===== config.mk =====
export PLATFORM = sky130hd
export DESIGN_NAME = polyline_step_subdivider
export DESIGN_NICKNAME = d
export VERILOG_FILES = /design/src/sv/pss_pkg.sv /design/src/sv/polyline_step_subdivider.sv /design/src/sv/pss_sqrt.sv /design/src/sv/pss_div.sv /design/src/sv/pss_datapath.sv /design/src/sv/pss_ctrl.sv
export SDC_FILE = /design/constraint.sdc
export NUM_CORES = 2
export LEC_CHECK = 0
export BUFFER_PORTS_ARGS = -buffer_cell sky130_fd_sc_hd__buf_2
export CAP_MARGIN = 5
export CORE_MARGIN = 8
export CORE_UTILIZATION = 60
export CTS_CLUSTER_SIZE = 8
export DETAILED_ROUTE_END_ITERATION = 8
export GPL_TIMING_DRIVEN = 1
export PLACE_DENSITY_LB_ADDON = 0.08
export SYNTH_ARGS = -nofsm -noshare
export SYNTH_HDL_FRONTEND = slang
export SYNTH_SLANG_ARGS = --single-unit

===== constraint.sdc =====
create_clock -name clk -period 11.65 [get_ports clk]
set_input_delay 1.7475 -clock clk [delete_from_list [all_inputs] [get_ports clk]]
set_output_delay 1.7475 -clock clk [all_outputs]
set_load 0.02 [all_outputs]

===== src/sv/pss_pkg.sv =====
package pss_pkg;

	localparam int COORD_W     = 24;
	localparam int STEP_W      = 23;
	localparam int GUARD       = 8;
	localparam int MAX_RESULTS = 64;

	localparam int K_W    = $clog2(MAX_RESULTS);
	localparam int MAG_W  = COORD_W + 1;
	localparam int D_W    = 2 * MAG_W + 1;
	localparam int ROOT_W = (D_W + 2 * GUARD + 1) / 2;
	localparam int RAD_W  = 2 * ROOT_W;
	localparam int KS_W   = STEP_W + K_W;
	localparam int MS_W   = STEP_W + $clog2(MAX_RESULTS + 2);
	localparam int MUL_W  = 32;
	localparam int PROD_W = 2 * MUL_W;
	localparam int DIVN_W = KS_W + MAG_W + GUARD + 1;
	localparam int DIVC_W = $clog2(DIVN_W);
	localparam int SQC_W  = $clog2(ROOT_W);
	localparam int DATA_W = ((2 * COORD_W + 7) / 8) * 8;

	localparam logic [K_W-1:0] K_MAX = K_W'(MAX_RESULTS - 1);

	typedef enum logic [2:0] {
		MS_AX,
		MS_AY,
		MS_MS,
		MS_KX,
		MS_KY
	} mul_sel_t;

	typedef enum logic [4:0] {
		ST_IDLE,
		ST_CHECK,
		ST_DIFF,
		ST_MAG_X,
		ST_MAG_Y,
		ST_DSUM,
		ST_CNT_MUL,
		ST_CNT_CMP,
		ST_ROOT_GO,
		ST_ROOT,
		ST_PT_NEXT,
		ST_PT_MULX,
		ST_PT_MULY,
		ST_PT_DIVY,
		ST_PT_WAIT,
		ST_PT_EMIT,
		ST_END_EMIT
	} state_t;

	typedef struct packed {
		logic     load_in;
		logic     diff;
		logic     mul_en;
		mul_sel_t mul_sel;
		logic     d_load;
		logic     d_add;
		logic     cnt_init;
		logic     cnt_step;
		logic     sqrt_start;
		logic     k_init;
		logic     k_step;
		logic     divx_start;
		logic     divy_start;
		logic     emit_mid;
		logic     emit_end;
	} cmd_t;

	typedef struct packed {
		logic path_new;
		logic cnt_less;
		logic cnt_full;
		logic cnt_zero;
		logic k_last;
		logic sqrt_busy;
		logic div_busy;
		logic out_free;
	} sts_t;

endpackage


===== src/sv/polyline_step_subdivider.sv =====
// channel   dir  handshake          payload
// s_        in   s_tvalid/s_tready  tdata: point_x, point_y; tuser: path_start
// m_        out  m_tvalid/m_tready  tdata: out_x, out_y; tlast: run_last;
//                                   tuser: points_dropped
// cfg_      in   cfg_we             cfg_wdata: step_length
//
// a path start is emitted straight after the check; a later waypoint runs the
// compare passes and, when it has intermediate points, the bit-serial square root
// (one bit a cycle) and then, per intermediate point, the two bit-serial dividers
// (one quotient bit a cycle)
// one item is in work at a time; s_tready is high only while idle
// arst_n clears the controller, the stored point flag and the output valid
// a stalled m_tready holds the output register and the sequencer waits on it
module polyline_step_subdivider (
	input  logic                        clk,
	input  logic                        arst_n,
	// step_length
	input  logic                        cfg_we,
	input  logic [pss_pkg::STEP_W-1:0]  cfg_wdata,
	input  logic                        s_tvalid,
	output logic                        s_tready,
	// point_x, point_y
	input  logic [pss_pkg::DATA_W-1:0]  s_tdata,
	// path_start
	input  logic                        s_tuser,
	output logic                        m_tvalid,
	input  logic                        m_tready,
	// out_x, out_y
	output logic [pss_pkg::DATA_W-1:0]  m_tdata,
	// run_last
	output logic                        m_tlast,
	// points_dropped
	output logic                        m_tuser
);

	localparam int CW = pss_pkg::COORD_W;

	pss_pkg::cmd_t cmd;
	pss_pkg::sts_t sts;
	logic [CW-1:0] ox, oy;

	// sequencer: walks compare, root, and per-point multiply and divide steps
	pss_ctrl u_ctrl (
		.clk      (clk),
		.arst_n   (arst_n),
		.in_valid (s_tvalid),
		.in_ready (s_tready),
		.sts      (sts),
		.cmd      (cmd)
	);

	// datapath: stored point, shared multiplier, root and divider units
	pss_datapath u_dp (
		.clk       (clk),
		.arst_n    (arst_n),
		.cfg_we    (cfg_we),
		.cfg_wdata (cfg_wdata),
		.in_x      (s_tdata[CW-1:0]),
		.in_y      (s_tdata[2*CW-1:CW]),
		.in_start  (s_tuser),
		.cmd       (cmd),
		.sts       (sts),
		.out_ready (m_tready),
		.out_valid (m_tvalid),
		.out_x     (ox),
		.out_y     (oy),
		.out_last  (m_tlast),
		.out_drop  (m_tuser)
	);

	// pack the output item, x in the low bits
	assign m_tdata = pss_pkg::DATA_W'({oy, ox});

endmodule


===== src/sv/pss_sqrt.sv =====
module pss_sqrt (
	input  logic                       clk,
	input  logic                       arst_n,
	input  logic                       start,
	input  logic [pss_pkg::RAD_W-1:0]  rad,
	output logic                       busy,
	output logic [pss_pkg::ROOT_W-1:0] root
);

	logic [pss_pkg::RAD_W-1:0]  rad_q;
	logic [pss_pkg::ROOT_W:0]   rem_q;
	logic [pss_pkg::ROOT_W-1:0] root_q;
	logic [pss_pkg::SQC_W-1:0]  cnt_q;
	logic                       busy_q;

	logic [pss_pkg::ROOT_W+2:0] rem_n;
	logic [pss_pkg::ROOT_W+2:0] trial;
	logic                       take;

	// one result bit per cycle, two radicand bits consumed
	assign rem_n = {rem_q, rad_q[pss_pkg::RAD_W-1 -: 2]};
	assign trial = {1'b0, root_q, 2'b01};
	assign take  = rem_n >= trial;

	always_ff @(posedge clk or negedge arst_n) begin
		if (!arst_n) begin
			busy_q <= 1'b0;
			cnt_q  <= '0;
		end else if (start) begin
			busy_q <= 1'b1;
			cnt_q  <= pss_pkg::SQC_W'(pss_pkg::ROOT_W - 1);
		end else if (busy_q) begin
			cnt_q <= cnt_q - 1'b1;
			if (cnt_q == '0)
				busy_q <= 1'b0;
		end
	end

	always_ff @(posedge clk) begin
		if (start) begin
			rad_q  <= rad;
			rem_q  <= '0;
			root_q <= '0;
		end else if (busy_q) begin
			rad_q <= {rad_q[pss_pkg::RAD_W-3:0], 2'b00};
			if (take) begin
				rem_q  <= rem_n[pss_pkg::ROOT_W:0] - trial[pss_pkg::ROOT_W:0];
				root_q <= {root_q[pss_pkg::ROOT_W-2:0], 1'b1};
			end else begin
				rem_q  <= rem_n[pss_pkg::ROOT_W:0];
				root_q <= {root_q[pss_pkg::ROOT_W-2:0], 1'b0};
			end
		end
	end

	assign busy = busy_q;
	assign root = root_q;

endmodule


===== src/sv/pss_div.sv =====
module pss_div (
	input  logic                        clk,
	input  logic                        arst_n,
	input  logic                        start,
	input  logic [pss_pkg::DIVN_W-1:0]  num,
	input  logic [pss_pkg::ROOT_W-1:0]  den,
	output logic                        busy,
	output logic [pss_pkg::COORD_W-1:0] quo
);

	logic [pss_pkg::DIVN_W-1:0]  num_q;
	logic [pss_pkg::ROOT_W-1:0]  den_q;
	logic [pss_pkg::ROOT_W-1:0]  rem_q;
	logic [pss_pkg::COORD_W-1:0] quo_q;
	logic [pss_pkg::DIVC_W-1:0]  cnt_q;
	logic                        busy_q;

	logic [pss_pkg::ROOT_W:0] rem_sh;
	logic                     take;

	// restoring division, one quotient bit per cycle, low bits kept
	assign rem_sh = {rem_q, num_q[pss_pkg::DIVN_W-1]};
	assign take   = rem_sh >= {1'b0, den_q};

	always_ff @(posedge clk or negedge arst_n) begin
		if (!arst_n) begin
			busy_q <= 1'b0;
			cnt_q  <= '0;
		end else if (start) begin
			busy_q <= 1'b1;
			cnt_q  <= pss_pkg::DIVC_W'(pss_pkg::DIVN_W - 1);
		end else if (busy_q) begin
			cnt_q <= cnt_q - 1'b1;
			if (cnt_q == '0)
				busy_q <= 1'b0;
		end
	end

	always_ff @(posedge clk) begin
		if (start) begin
			num_q <= num;
			den_q <= den;
			rem_q <= '0;
			quo_q <= '0;
		end else if (busy_q) begin
			num_q <= {num_q[pss_pkg::DIVN_W-2:0], 1'b0};
			if (take) begin
				rem_q <= pss_pkg::ROOT_W'(rem_sh - {1'b0, den_q});
				quo_q <= {quo_q[pss_pkg::COORD_W-2:0], 1'b1};
			end else begin
				rem_q <= rem_sh[pss_pkg::ROOT_W-1:0];
				quo_q <= {quo_q[pss_pkg::COORD_W-2:0], 1'b0};
			end
		end
	end

	assign busy = busy_q;
	assign quo  = quo_q;

endmodule


===== src/sv/pss_datapath.sv =====
module pss_datapath (
	input  logic                        clk,
	input  logic                        arst_n,
	input  logic                        cfg_we,
	input  logic [pss_pkg::STEP_W-1:0]  cfg_wdata,
	input  logic [pss_pkg::COORD_W-1:0] in_x,
	input  logic [pss_pkg::COORD_W-1:0] in_y,
	input  logic                        in_start,
	input  pss_pkg::cmd_t               cmd,
	output pss_pkg::sts_t               sts,
	input  logic                        out_ready,
	output logic                        out_valid,
	output logic [pss_pkg::COORD_W-1:0] out_x,
	output logic [pss_pkg::COORD_W-1:0] out_y,
	output logic                        out_last,
	output logic                        out_drop
);

	localparam int CW = pss_pkg::COORD_W;

	logic [pss_pkg::STEP_W-1:0] step_q;
	logic [CW-1:0]              nx_q, ny_q, px_q, py_q;
	logic                       start_q, have_prev_q;
	logic [pss_pkg::MAG_W-1:0]  ax_q, ay_q;
	logic                       negx_q, negy_q;
	logic [pss_pkg::PROD_W-1:0] prod_q;
	logic [pss_pkg::D_W-1:0]    d_q;
	logic [pss_pkg::MS_W-1:0]   ms_q;
	logic [pss_pkg::K_W-1:0]    cnt_q, k_q;
	logic                       drop_q;
	logic [pss_pkg::KS_W-1:0]   ks_q;
	logic                       ov_q, ol_q, od_q;
	logic [CW-1:0]              ox_q, oy_q;

	logic [pss_pkg::STEP_W-1:0] s_eff;
	logic signed [CW:0]         dx, dy;
	logic [pss_pkg::MUL_W-1:0]  mul_a, mul_b;
	logic [pss_pkg::ROOT_W-1:0] root;
	logic                       sq_busy, dvx_busy, dvy_busy;
	logic [pss_pkg::DIVN_W-1:0] div_num;
	logic [CW-1:0]              qx, qy;
	logic                       div_start_x, div_start_y;

	assign s_eff = (step_q == '0) ? pss_pkg::STEP_W'(1) : step_q;
	assign dx = $signed({nx_q[CW-1], nx_q}) - $signed({px_q[CW-1], px_q});
	assign dy = $signed({ny_q[CW-1], ny_q}) - $signed({py_q[CW-1], py_q});

	always_comb begin
		mul_a = '0;
		mul_b = '0;
		case (cmd.mul_sel)
			pss_pkg::MS_AX: begin
				mul_a = pss_pkg::MUL_W'(ax_q);
				mul_b = pss_pkg::MUL_W'(ax_q);
			end
			pss_pkg::MS_AY: begin
				mul_a = pss_pkg::MUL_W'(ay_q);
				mul_b = pss_pkg::MUL_W'(ay_q);
			end
			pss_pkg::MS_MS: begin
				mul_a = pss_pkg::MUL_W'(ms_q);
				mul_b = pss_pkg::MUL_W'(ms_q);
			end
			pss_pkg::MS_KX: begin
				mul_a = pss_pkg::MUL_W'(ks_q);
				mul_b = pss_pkg::MUL_W'(ax_q);
			end
			pss_pkg::MS_KY: begin
				mul_a = pss_pkg::MUL_W'(ks_q);
				mul_b = pss_pkg::MUL_W'(ay_q);
			end
			default: begin
				mul_a = '0;
				mul_b = '0;
			end
		endcase
	end

	always_ff @(posedge clk or negedge arst_n) begin
		if (!arst_n) begin
			step_q      <= pss_pkg::STEP_W'(256);
			have_prev_q <= 1'b0;
			px_q        <= '0;
			py_q        <= '0;
			ov_q        <= 1'b0;
			cnt_q       <= '0;
			k_q         <= '0;
			drop_q      <= 1'b0;
		end else begin
			if (cfg_we)
				step_q <= cfg_wdata;
			if (cmd.load_in)
				drop_q <= 1'b0;
			if (cmd.cnt_init)
				cnt_q <= '0;
			else if (cmd.cnt_step) begin
				if (cnt_q == pss_pkg::K_MAX)
					drop_q <= 1'b1;
				else
					cnt_q <= cnt_q + 1'b1;
			end
			if (cmd.k_init)
				k_q <= '0;
			else if (cmd.k_step)
				k_q <= k_q + 1'b1;
			if (cmd.emit_end) begin
				px_q        <= nx_q;
				py_q        <= ny_q;
				have_prev_q <= 1'b1;
			end
			if (cmd.emit_mid || cmd.emit_end)
				ov_q <= 1'b1;
			else if (out_ready)
				ov_q <= 1'b0;
		end
	end

	always_ff @(posedge clk) begin
		if (cmd.load_in) begin
			nx_q    <= in_x;
			ny_q    <= in_y;
			start_q <= in_start;
		end
		if (cmd.diff) begin
			negx_q <= dx[CW];
			negy_q <= dy[CW];
			ax_q   <= dx[CW] ? pss_pkg::MAG_W'(-dx) : pss_pkg::MAG_W'(dx);
			ay_q   <= dy[CW] ? pss_pkg::MAG_W'(-dy) : pss_pkg::MAG_W'(dy);
		end
		if (cmd.mul_en)
			prod_q <= mul_a * mul_b;
		if (cmd.d_load)
			d_q <= prod_q[pss_pkg::D_W-1:0];
		else if (cmd.d_add)
			d_q <= d_q + prod_q[pss_pkg::D_W-1:0];
		if (cmd.cnt_init)
			ms_q <= pss_pkg::MS_W'({s_eff, 1'b0});
		else if (cmd.cnt_step && cnt_q != pss_pkg::K_MAX)
			ms_q <= ms_q + pss_pkg::MS_W'(s_eff);
		if (cmd.k_init)
			ks_q <= '0;
		else if (cmd.k_step)
			ks_q <= ks_q + pss_pkg::KS_W'(s_eff);
		if (cmd.emit_mid) begin
			ox_q <= negx_q ? px_q - qx : px_q + qx;
			oy_q <= negy_q ? py_q - qy : py_q + qy;
			ol_q <= 1'b0;
			od_q <= 1'b0;
		end else if (cmd.emit_end) begin
			ox_q <= nx_q;
			oy_q <= ny_q;
			ol_q <= 1'b1;
			od_q <= drop_q;
		end
	end

	// scaled offset numerator plus half the divisor for rounding
	assign div_num = pss_pkg::DIVN_W'({prod_q[pss_pkg::KS_W+pss_pkg::MAG_W-1:0],
		{pss_pkg::GUARD{1'b0}}}) + pss_pkg::DIVN_W'(root >> 1);
	assign div_start_x = cmd.divx_start;
	assign div_start_y = cmd.divy_start;

	pss_sqrt u_sqrt (
		.clk    (clk),
		.arst_n (arst_n),
		.start  (cmd.sqrt_start),
		.rad    (pss_pkg::RAD_W'({d_q, {(2 * pss_pkg::GUARD){1'b0}}})),
		.busy   (sq_busy),
		.root   (root)
	);

	pss_div u_div_x (
		.clk    (clk),
		.arst_n (arst_n),
		.start  (div_start_x),
		.num    (div_num),
		.den    (root),
		.busy   (dvx_busy),
		.quo    (qx)
	);

	pss_div u_div_y (
		.clk    (clk),
		.arst_n (arst_n),
		.start  (div_start_y),
		.num    (div_num),
		.den    (root),
		.busy   (dvy_busy),
		.quo    (qy)
	);

	always_comb begin
		sts.path_new  = start_q || !have_prev_q;
		sts.cnt_less  = prod_q < pss_pkg::PROD_W'(d_q);
		sts.cnt_full  = cnt_q == pss_pkg::K_MAX;
		sts.cnt_zero  = cnt_q == '0;
		sts.k_last    = k_q == cnt_q;
		sts.sqrt_busy = sq_busy;
		sts.div_busy  = dvx_busy || dvy_busy;
		sts.out_free  = !ov_q || out_ready;
	end

	assign out_valid = ov_q;
	assign out_x     = ox_q;
	assign out_y     = oy_q;
	assign out_last  = ol_q;
	assign out_drop  = od_q;

`ifndef SYNTH
	a_drop_at_limit: assert property (@(posedge clk) disable iff (!arst_n)
		drop_q |-> cnt_q == pss_pkg::K_MAX)
		else $error("drop flag set below the result limit");
	a_emit_free: assert property (@(posedge clk) disable iff (!arst_n)
		(cmd.emit_mid || cmd.emit_end) |-> (!ov_q || out_ready))
		else $error("output register overwritten while held");
	a_k_range: assert property (@(posedge clk) disable iff (!arst_n)
		cmd.emit_mid |-> (k_q <= cnt_q && k_q != '0))
		else $error("intermediate index out of range");
	a_div_idle: assert property (@(posedge clk) disable iff (!arst_n)
		cmd.emit_mid |-> !(dvx_busy || dvy_busy || sq_busy))
		else $error("point emitted while a unit is busy");
`endif

endmodule


===== src/sv/pss_ctrl.sv =====
module pss_ctrl (
	input  logic          clk,
	input  logic          arst_n,
	input  logic          in_valid,
	output logic          in_ready,
	input  pss_pkg::sts_t sts,
	output pss_pkg::cmd_t cmd
);

	pss_pkg::state_t state_q, state_n;

	always_ff @(posedge clk or negedge arst_n) begin
		if (!arst_n)
			state_q <= pss_pkg::ST_IDLE;
		else
			state_q <= state_n;
	end

	always_comb begin
		state_n = state_q;
		unique case (state_q)
			pss_pkg::ST_IDLE:    if (in_valid) state_n = pss_pkg::ST_CHECK;
			pss_pkg::ST_CHECK:   state_n = sts.path_new ? pss_pkg::ST_END_EMIT
			                                             : pss_pkg::ST_DIFF;
			pss_pkg::ST_DIFF:    state_n = pss_pkg::ST_MAG_X;
			pss_pkg::ST_MAG_X:   state_n = pss_pkg::ST_MAG_Y;
			pss_pkg::ST_MAG_Y:   state_n = pss_pkg::ST_DSUM;
			pss_pkg::ST_DSUM:    state_n = pss_pkg::ST_CNT_MUL;
			pss_pkg::ST_CNT_MUL: state_n = pss_pkg::ST_CNT_CMP;
			pss_pkg::ST_CNT_CMP: begin
				if (sts.cnt_less && !sts.cnt_full)
					state_n = pss_pkg::ST_CNT_MUL;
				else if (sts.cnt_less)
					state_n = pss_pkg::ST_ROOT_GO;
				else if (sts.cnt_zero)
					state_n = pss_pkg::ST_END_EMIT;
				else
					state_n = pss_pkg::ST_ROOT_GO;
			end
			pss_pkg::ST_ROOT_GO: state_n = pss_pkg::ST_ROOT;
			pss_pkg::ST_ROOT:    if (!sts.sqrt_busy) state_n = pss_pkg::ST_PT_NEXT;
			pss_pkg::ST_PT_NEXT: state_n = pss_pkg::ST_PT_MULX;
			pss_pkg::ST_PT_MULX: state_n = pss_pkg::ST_PT_MULY;
			pss_pkg::ST_PT_MULY: state_n = pss_pkg::ST_PT_DIVY;
			pss_pkg::ST_PT_DIVY: state_n = pss_pkg::ST_PT_WAIT;
			pss_pkg::ST_PT_WAIT: if (!sts.div_busy) state_n = pss_pkg::ST_PT_EMIT;
			pss_pkg::ST_PT_EMIT: begin
				if (sts.out_free)
					state_n = sts.k_last ? pss_pkg::ST_END_EMIT : pss_pkg::ST_PT_NEXT;
			end
			pss_pkg::ST_END_EMIT: if (sts.out_free) state_n = pss_pkg::ST_IDLE;
			default:             state_n = pss_pkg::ST_IDLE;
		endcase
	end

	always_comb begin
		cmd = '0;
		cmd.mul_sel = pss_pkg::MS_AX;
		in_ready = 1'b0;
		unique case (state_q)
			pss_pkg::ST_IDLE: begin
				in_ready    = 1'b1;
				cmd.load_in = in_valid;
			end
			pss_pkg::ST_DIFF: cmd.diff = 1'b1;
			pss_pkg::ST_MAG_X: begin
				cmd.mul_en  = 1'b1;
				cmd.mul_sel = pss_pkg::MS_AX;
			end
			pss_pkg::ST_MAG_Y: begin
				cmd.mul_en  = 1'b1;
				cmd.mul_sel = pss_pkg::MS_AY;
				cmd.d_load  = 1'b1;
			end
			pss_pkg::ST_DSUM: begin
				cmd.d_add    = 1'b1;
				cmd.cnt_init = 1'b1;
			end
			pss_pkg::ST_CNT_MUL: begin
				cmd.mul_en  = 1'b1;
				cmd.mul_sel = pss_pkg::MS_MS;
			end
			pss_pkg::ST_CNT_CMP: cmd.cnt_step = sts.cnt_less;
			pss_pkg::ST_ROOT_GO: begin
				cmd.sqrt_start = 1'b1;
				cmd.k_init     = 1'b1;
			end
			pss_pkg::ST_PT_NEXT: cmd.k_step = 1'b1;
			pss_pkg::ST_PT_MULX: begin
				cmd.mul_en  = 1'b1;
				cmd.mul_sel = pss_pkg::MS_KX;
			end
			pss_pkg::ST_PT_MULY: begin
				cmd.mul_en     = 1'b1;
				cmd.mul_sel    = pss_pkg::MS_KY;
				cmd.divx_start = 1'b1;
			end
			pss_pkg::ST_PT_DIVY: cmd.divy_start = 1'b1;
			pss_pkg::ST_PT_EMIT: cmd.emit_mid = sts.out_free;
			pss_pkg::ST_END_EMIT: cmd.emit_end = sts.out_free;
			default: cmd = '0;
		endcase
	end

endmodule


==> results.sh <==
export IMPL_outcome="finished clean"
export IMPL_cap_viol_max_count=0
export IMPL_yosysWarnings=0
export IMPL_fmax_mhz=91.3
export IMPL_grt_usage_pct=32.9
export IMPL_hold_ws_ns=0.457
export IMPL_cts_sinks=864
export IMPL_drt_met1_wl_mm=103
export IMPL_clk_latency_ns=0.78
export IMPL_relSlewSlack_pct=15.7
export IMPL_worstSetupPathType="flop to flop"
export IMPL_port_buffers=128
export IMPL_cts_buffers=120
export IMPL_drive_gt1_share_pct=6.80
export IMPL_finalNetCount=10500
export IMPL_synth_cells=9028
export IMPL_synthFlopType="edfxtp_1"
export IMPL_die_h_um=386
export IMPL_cts_hold_buf=0
export IMPL_stdcell_count=10900
export IMPL_drc=0
export IMPL_period_needed_ns=10.95
export IMPL_io_pins=129
export IMPL_multiInputGateArea_sq_um=53100
export IMPL_nFillCells=11400
export IMPL_worstMarginPinSlew_ns=1.25
export IMPL_clk_pin_slew_worst_paths_ns=0.05
export IMPL_worstHoldPathType="flop to flop"
export IMPL_cts_root_buf="clkbuf_16"
export IMPL_grt_start_max_net_pins=92
export IMPL_postRouteAntennaNets=0
export IMPL_synthDistinctLibCells=99
export IMPL_wl_met3_mm=20.4
export IMPL_synth_edf_count=528
export IMPL_gp_congestion=1.01
export IMPL_area_growth_syn_to_layout_pct=8.04
export IMPL_route_vias_total=65100
export IMPL_wl_met2_mm=110
export IMPL_worstPathArrival_ns=11.40
export IMPL_wire_per_inst_um=22.5
export IMPL_cp_end_kind="flop"
export IMPL_worstPathRequired_ns=12.10
export IMPL_startpoint_type="flop"
export IMPL_cts_resized_gates=0
export IMPL_regArea_sq_um=23200
export IMPL_crit_fanout=23
export IMPL_dpl_cell_count=10700
export IMPL_gr_total_overflow=0
export IMPL_die_area_sq_um=149000
export IMPL_grt_pass1_vias=65900
export IMPL_num_rows=135
export IMPL_clk_path_buf_depth=3
export IMPL_syn_area_sq_um=82000
export IMPL_top_layer_used="met4"
export IMPL_n_antenna_cell=0
export IMPL_cts_max_level=3
export IMPL_drtIter0Drc=5314
export IMPL_die_w_um=386
export IMPL_core_area_sq_um=135000
export IMPL_place_hpwl_mm=189
export IMPL_critical_path_slowest_cell="a221oi_4"
export IMPL_grt_setup_unrepaired="false"
export IMPL_fin_crit_sh_pct=94.0
export IMPL_grt_pass1_wl_mm=381
export IMPL_max_stage_delay_ns=0.83
export IMPL_fin_skew_ns=0.0616
export IMPL_drt_first_pass_iters=9
export IMPL_setup_viol=0
export IMPL_critPathMostFrequentCell="fa_1"
export IMPL_start_util_pct=60.5
export IMPL_synth_seq_area_share_pct=28.2
export IMPL_drt_total_wl_mm=245
export IMPL_routed_via_density=5.97
export IMPL_antenna_found_initial=2
export IMPL_synth_avg_cell_area_sq_um=9.08
export IMPL_final_hold_viol_count=0
export IMPL_syn_nets=10500
export IMPL_cts_tree="yes"
export IMPL_ys_seq_elements=864
export IMPL_slew_viol_final=0
export IMPL_synth_async_reset_ratio_pct=13.0
export IMPL_fin_tns_setup_ns=0
export IMPL_post_cts_buffers=0
[flip-flops by register name, indices dropped and copies added, names as in the netlist, 25 cells and up]
register	count
u_dp.u_sqrt.rad_q	52
u_dp.u_div_x.den_q	34
u_dp.u_sqrt.root	34
u_dp.u_div_x.num_q	63
u_dp.u_div_y.rem_q	34
u_dp.prod_q	60
u_dp.ks_q	29
u_dp.ax_q	25
u_dp.u_div_x.rem_q	34
u_dp.d_q	51
u_dp.u_div_y.den_q	34
u_dp.u_sqrt.rem_q	35
u_dp.u_div_y.num_q	63
u_dp.ms_q	30
u_dp.ay_q	25
[layout by cell type, fill, tap and decap left out, drive strengths merged, types with 38 or more instances in the layout]
cell	count
nor4	46
a21oi	496
o21a	38
fa	790
nand4	51
nand2	1047
mux2	76
nand3	84
a21o	198
nor2b	59
xor2	143
edfxtp	528
buf	281
mux2i	120
nor3	102
xnor2	335
o21bai	57
a221oi	58
nor2	957
a31oi	57
and2	59
dfrtp	111
o21ai	521
and3	49
nand2b	62
inv	1241
dfxtp	224
clkbuf	210
a211oi	78
ha	631
a221o	54
[worst max-delay path: cells and delay by family, from the launching register on]
family | cells | cell delay (ns)
buffers and inverters | 8 | 1.06
and+or+nand+nor | 4 | 1.55
AOI/OAI and AO/OA | 11 | 3.58
adders and majority gates | 9 | 4.06
DFF | 1 | 0.32
xor gates and xnor gates | 1 | 0.08
[final cells by class]
class	instances	share of cell area, %
multi-input cells	6508	59.9
flip-flops and latches	864	26.1
inverters	1247	5.29
clock buffers	210	3.83
well taps	1781	2.52
repair buffers	281	2.04
clock inverters	10	0.243
[cells by family (layout without fill, tap and decap cells)]
group	after synthesis	after routing	synth area share, %
AND/OR/NAND/NOR	2626	2626	13.8
buffers and inverters	1656	1748	7.63
XOR/XNOR	478	478	5.12
flip-flops	864	864	28.2
multiplexers	196	196	2.51
AO/OA/AOI/OAI	1787	1787	13.8
adder cells (fa/ha/maj)	1421	1421	28.9
[path summary, 6_finish.rpt]
| path | slack [ns] | depth (start not counted) | endpoint | start |
|---|---|---|---|---|
| min in group asynchronous | 1.08 | 1 | u_dp.px_q[19] | arst_n |
| worst max-delay path | 0.70 | 33 | u_dp.prod_q[59] | u_ctrl.state_q[2] |
| max in group asynchronous | 9.24 | 2 | u_dp.u_div_y.busy | arst_n |
| worst min-delay path | 0.46 | 2 | u_dp.out_last | u_dp.out_last |
| worst min register to register | 0.46 | 2 | u_dp.out_last | u_dp.out_last |
| worst max register to register | 0.70 | 33 | u_dp.prod_q[59] | u_ctrl.state_q[2] |
[stage by stage]
stage	area [sq um]	util, %	setup WS (ns)
floorplan	82000	-	2.45
global placement	85000	62.7	1.10
finish	88600	65.4	0.699
global route	88600	65.4	0.356
detailed placement	85000	62.7	0.883
CTS	88600	65.4	0.837
[cell usage after synthesis, types with 51 or more instances]
library cell | number | area [sq um]
a211oi_1 | 78 | 586
a21o_1 | 198 | 1490
a21oi_1 | 495 | 2480
a221o_1 | 54 | 541
a221oi_1 | 58 | 508
a31oi_1 | 55 | 344
and2_1 | 58 | 363
clkbuf_1 | 376 | 1410
dfrtp_1 | 111 | 2780
dfxtp_1 | 224 | 4480
edfxtp_1 | 528 | 15900
fa_1 | 790 | 15800
ha_1 | 631 | 7900
inv_1 | 1241 | 4660
mux2_2 | 76 | 856
mux2i_1 | 120 | 1200
nand2_1 | 1047 | 3930
nand2b_1 | 62 | 388
nand3_1 | 83 | 415
nand4_1 | 51 | 319
nor2_1 | 957 | 3590
nor2b_1 | 59 | 369
nor3_1 | 102 | 510
o21ai_0 | 518 | 2590
o21bai_1 | 57 | 428
xnor2_1 | 334 | 2930
xor2_1 | 143 | 1250
[layer usage]
metal / vias up / track usage [%]
li1: 30100 / -
met1: 31900 / 44.2
met2: 2573 / 52.6
met3: 568 / 6.31
met4: 0 / 13.4
met5: - / 0
Power is left out: the tool's default activity adds up to more than one toggle a clock period on the data nets, which glitch-free logic cannot reach.
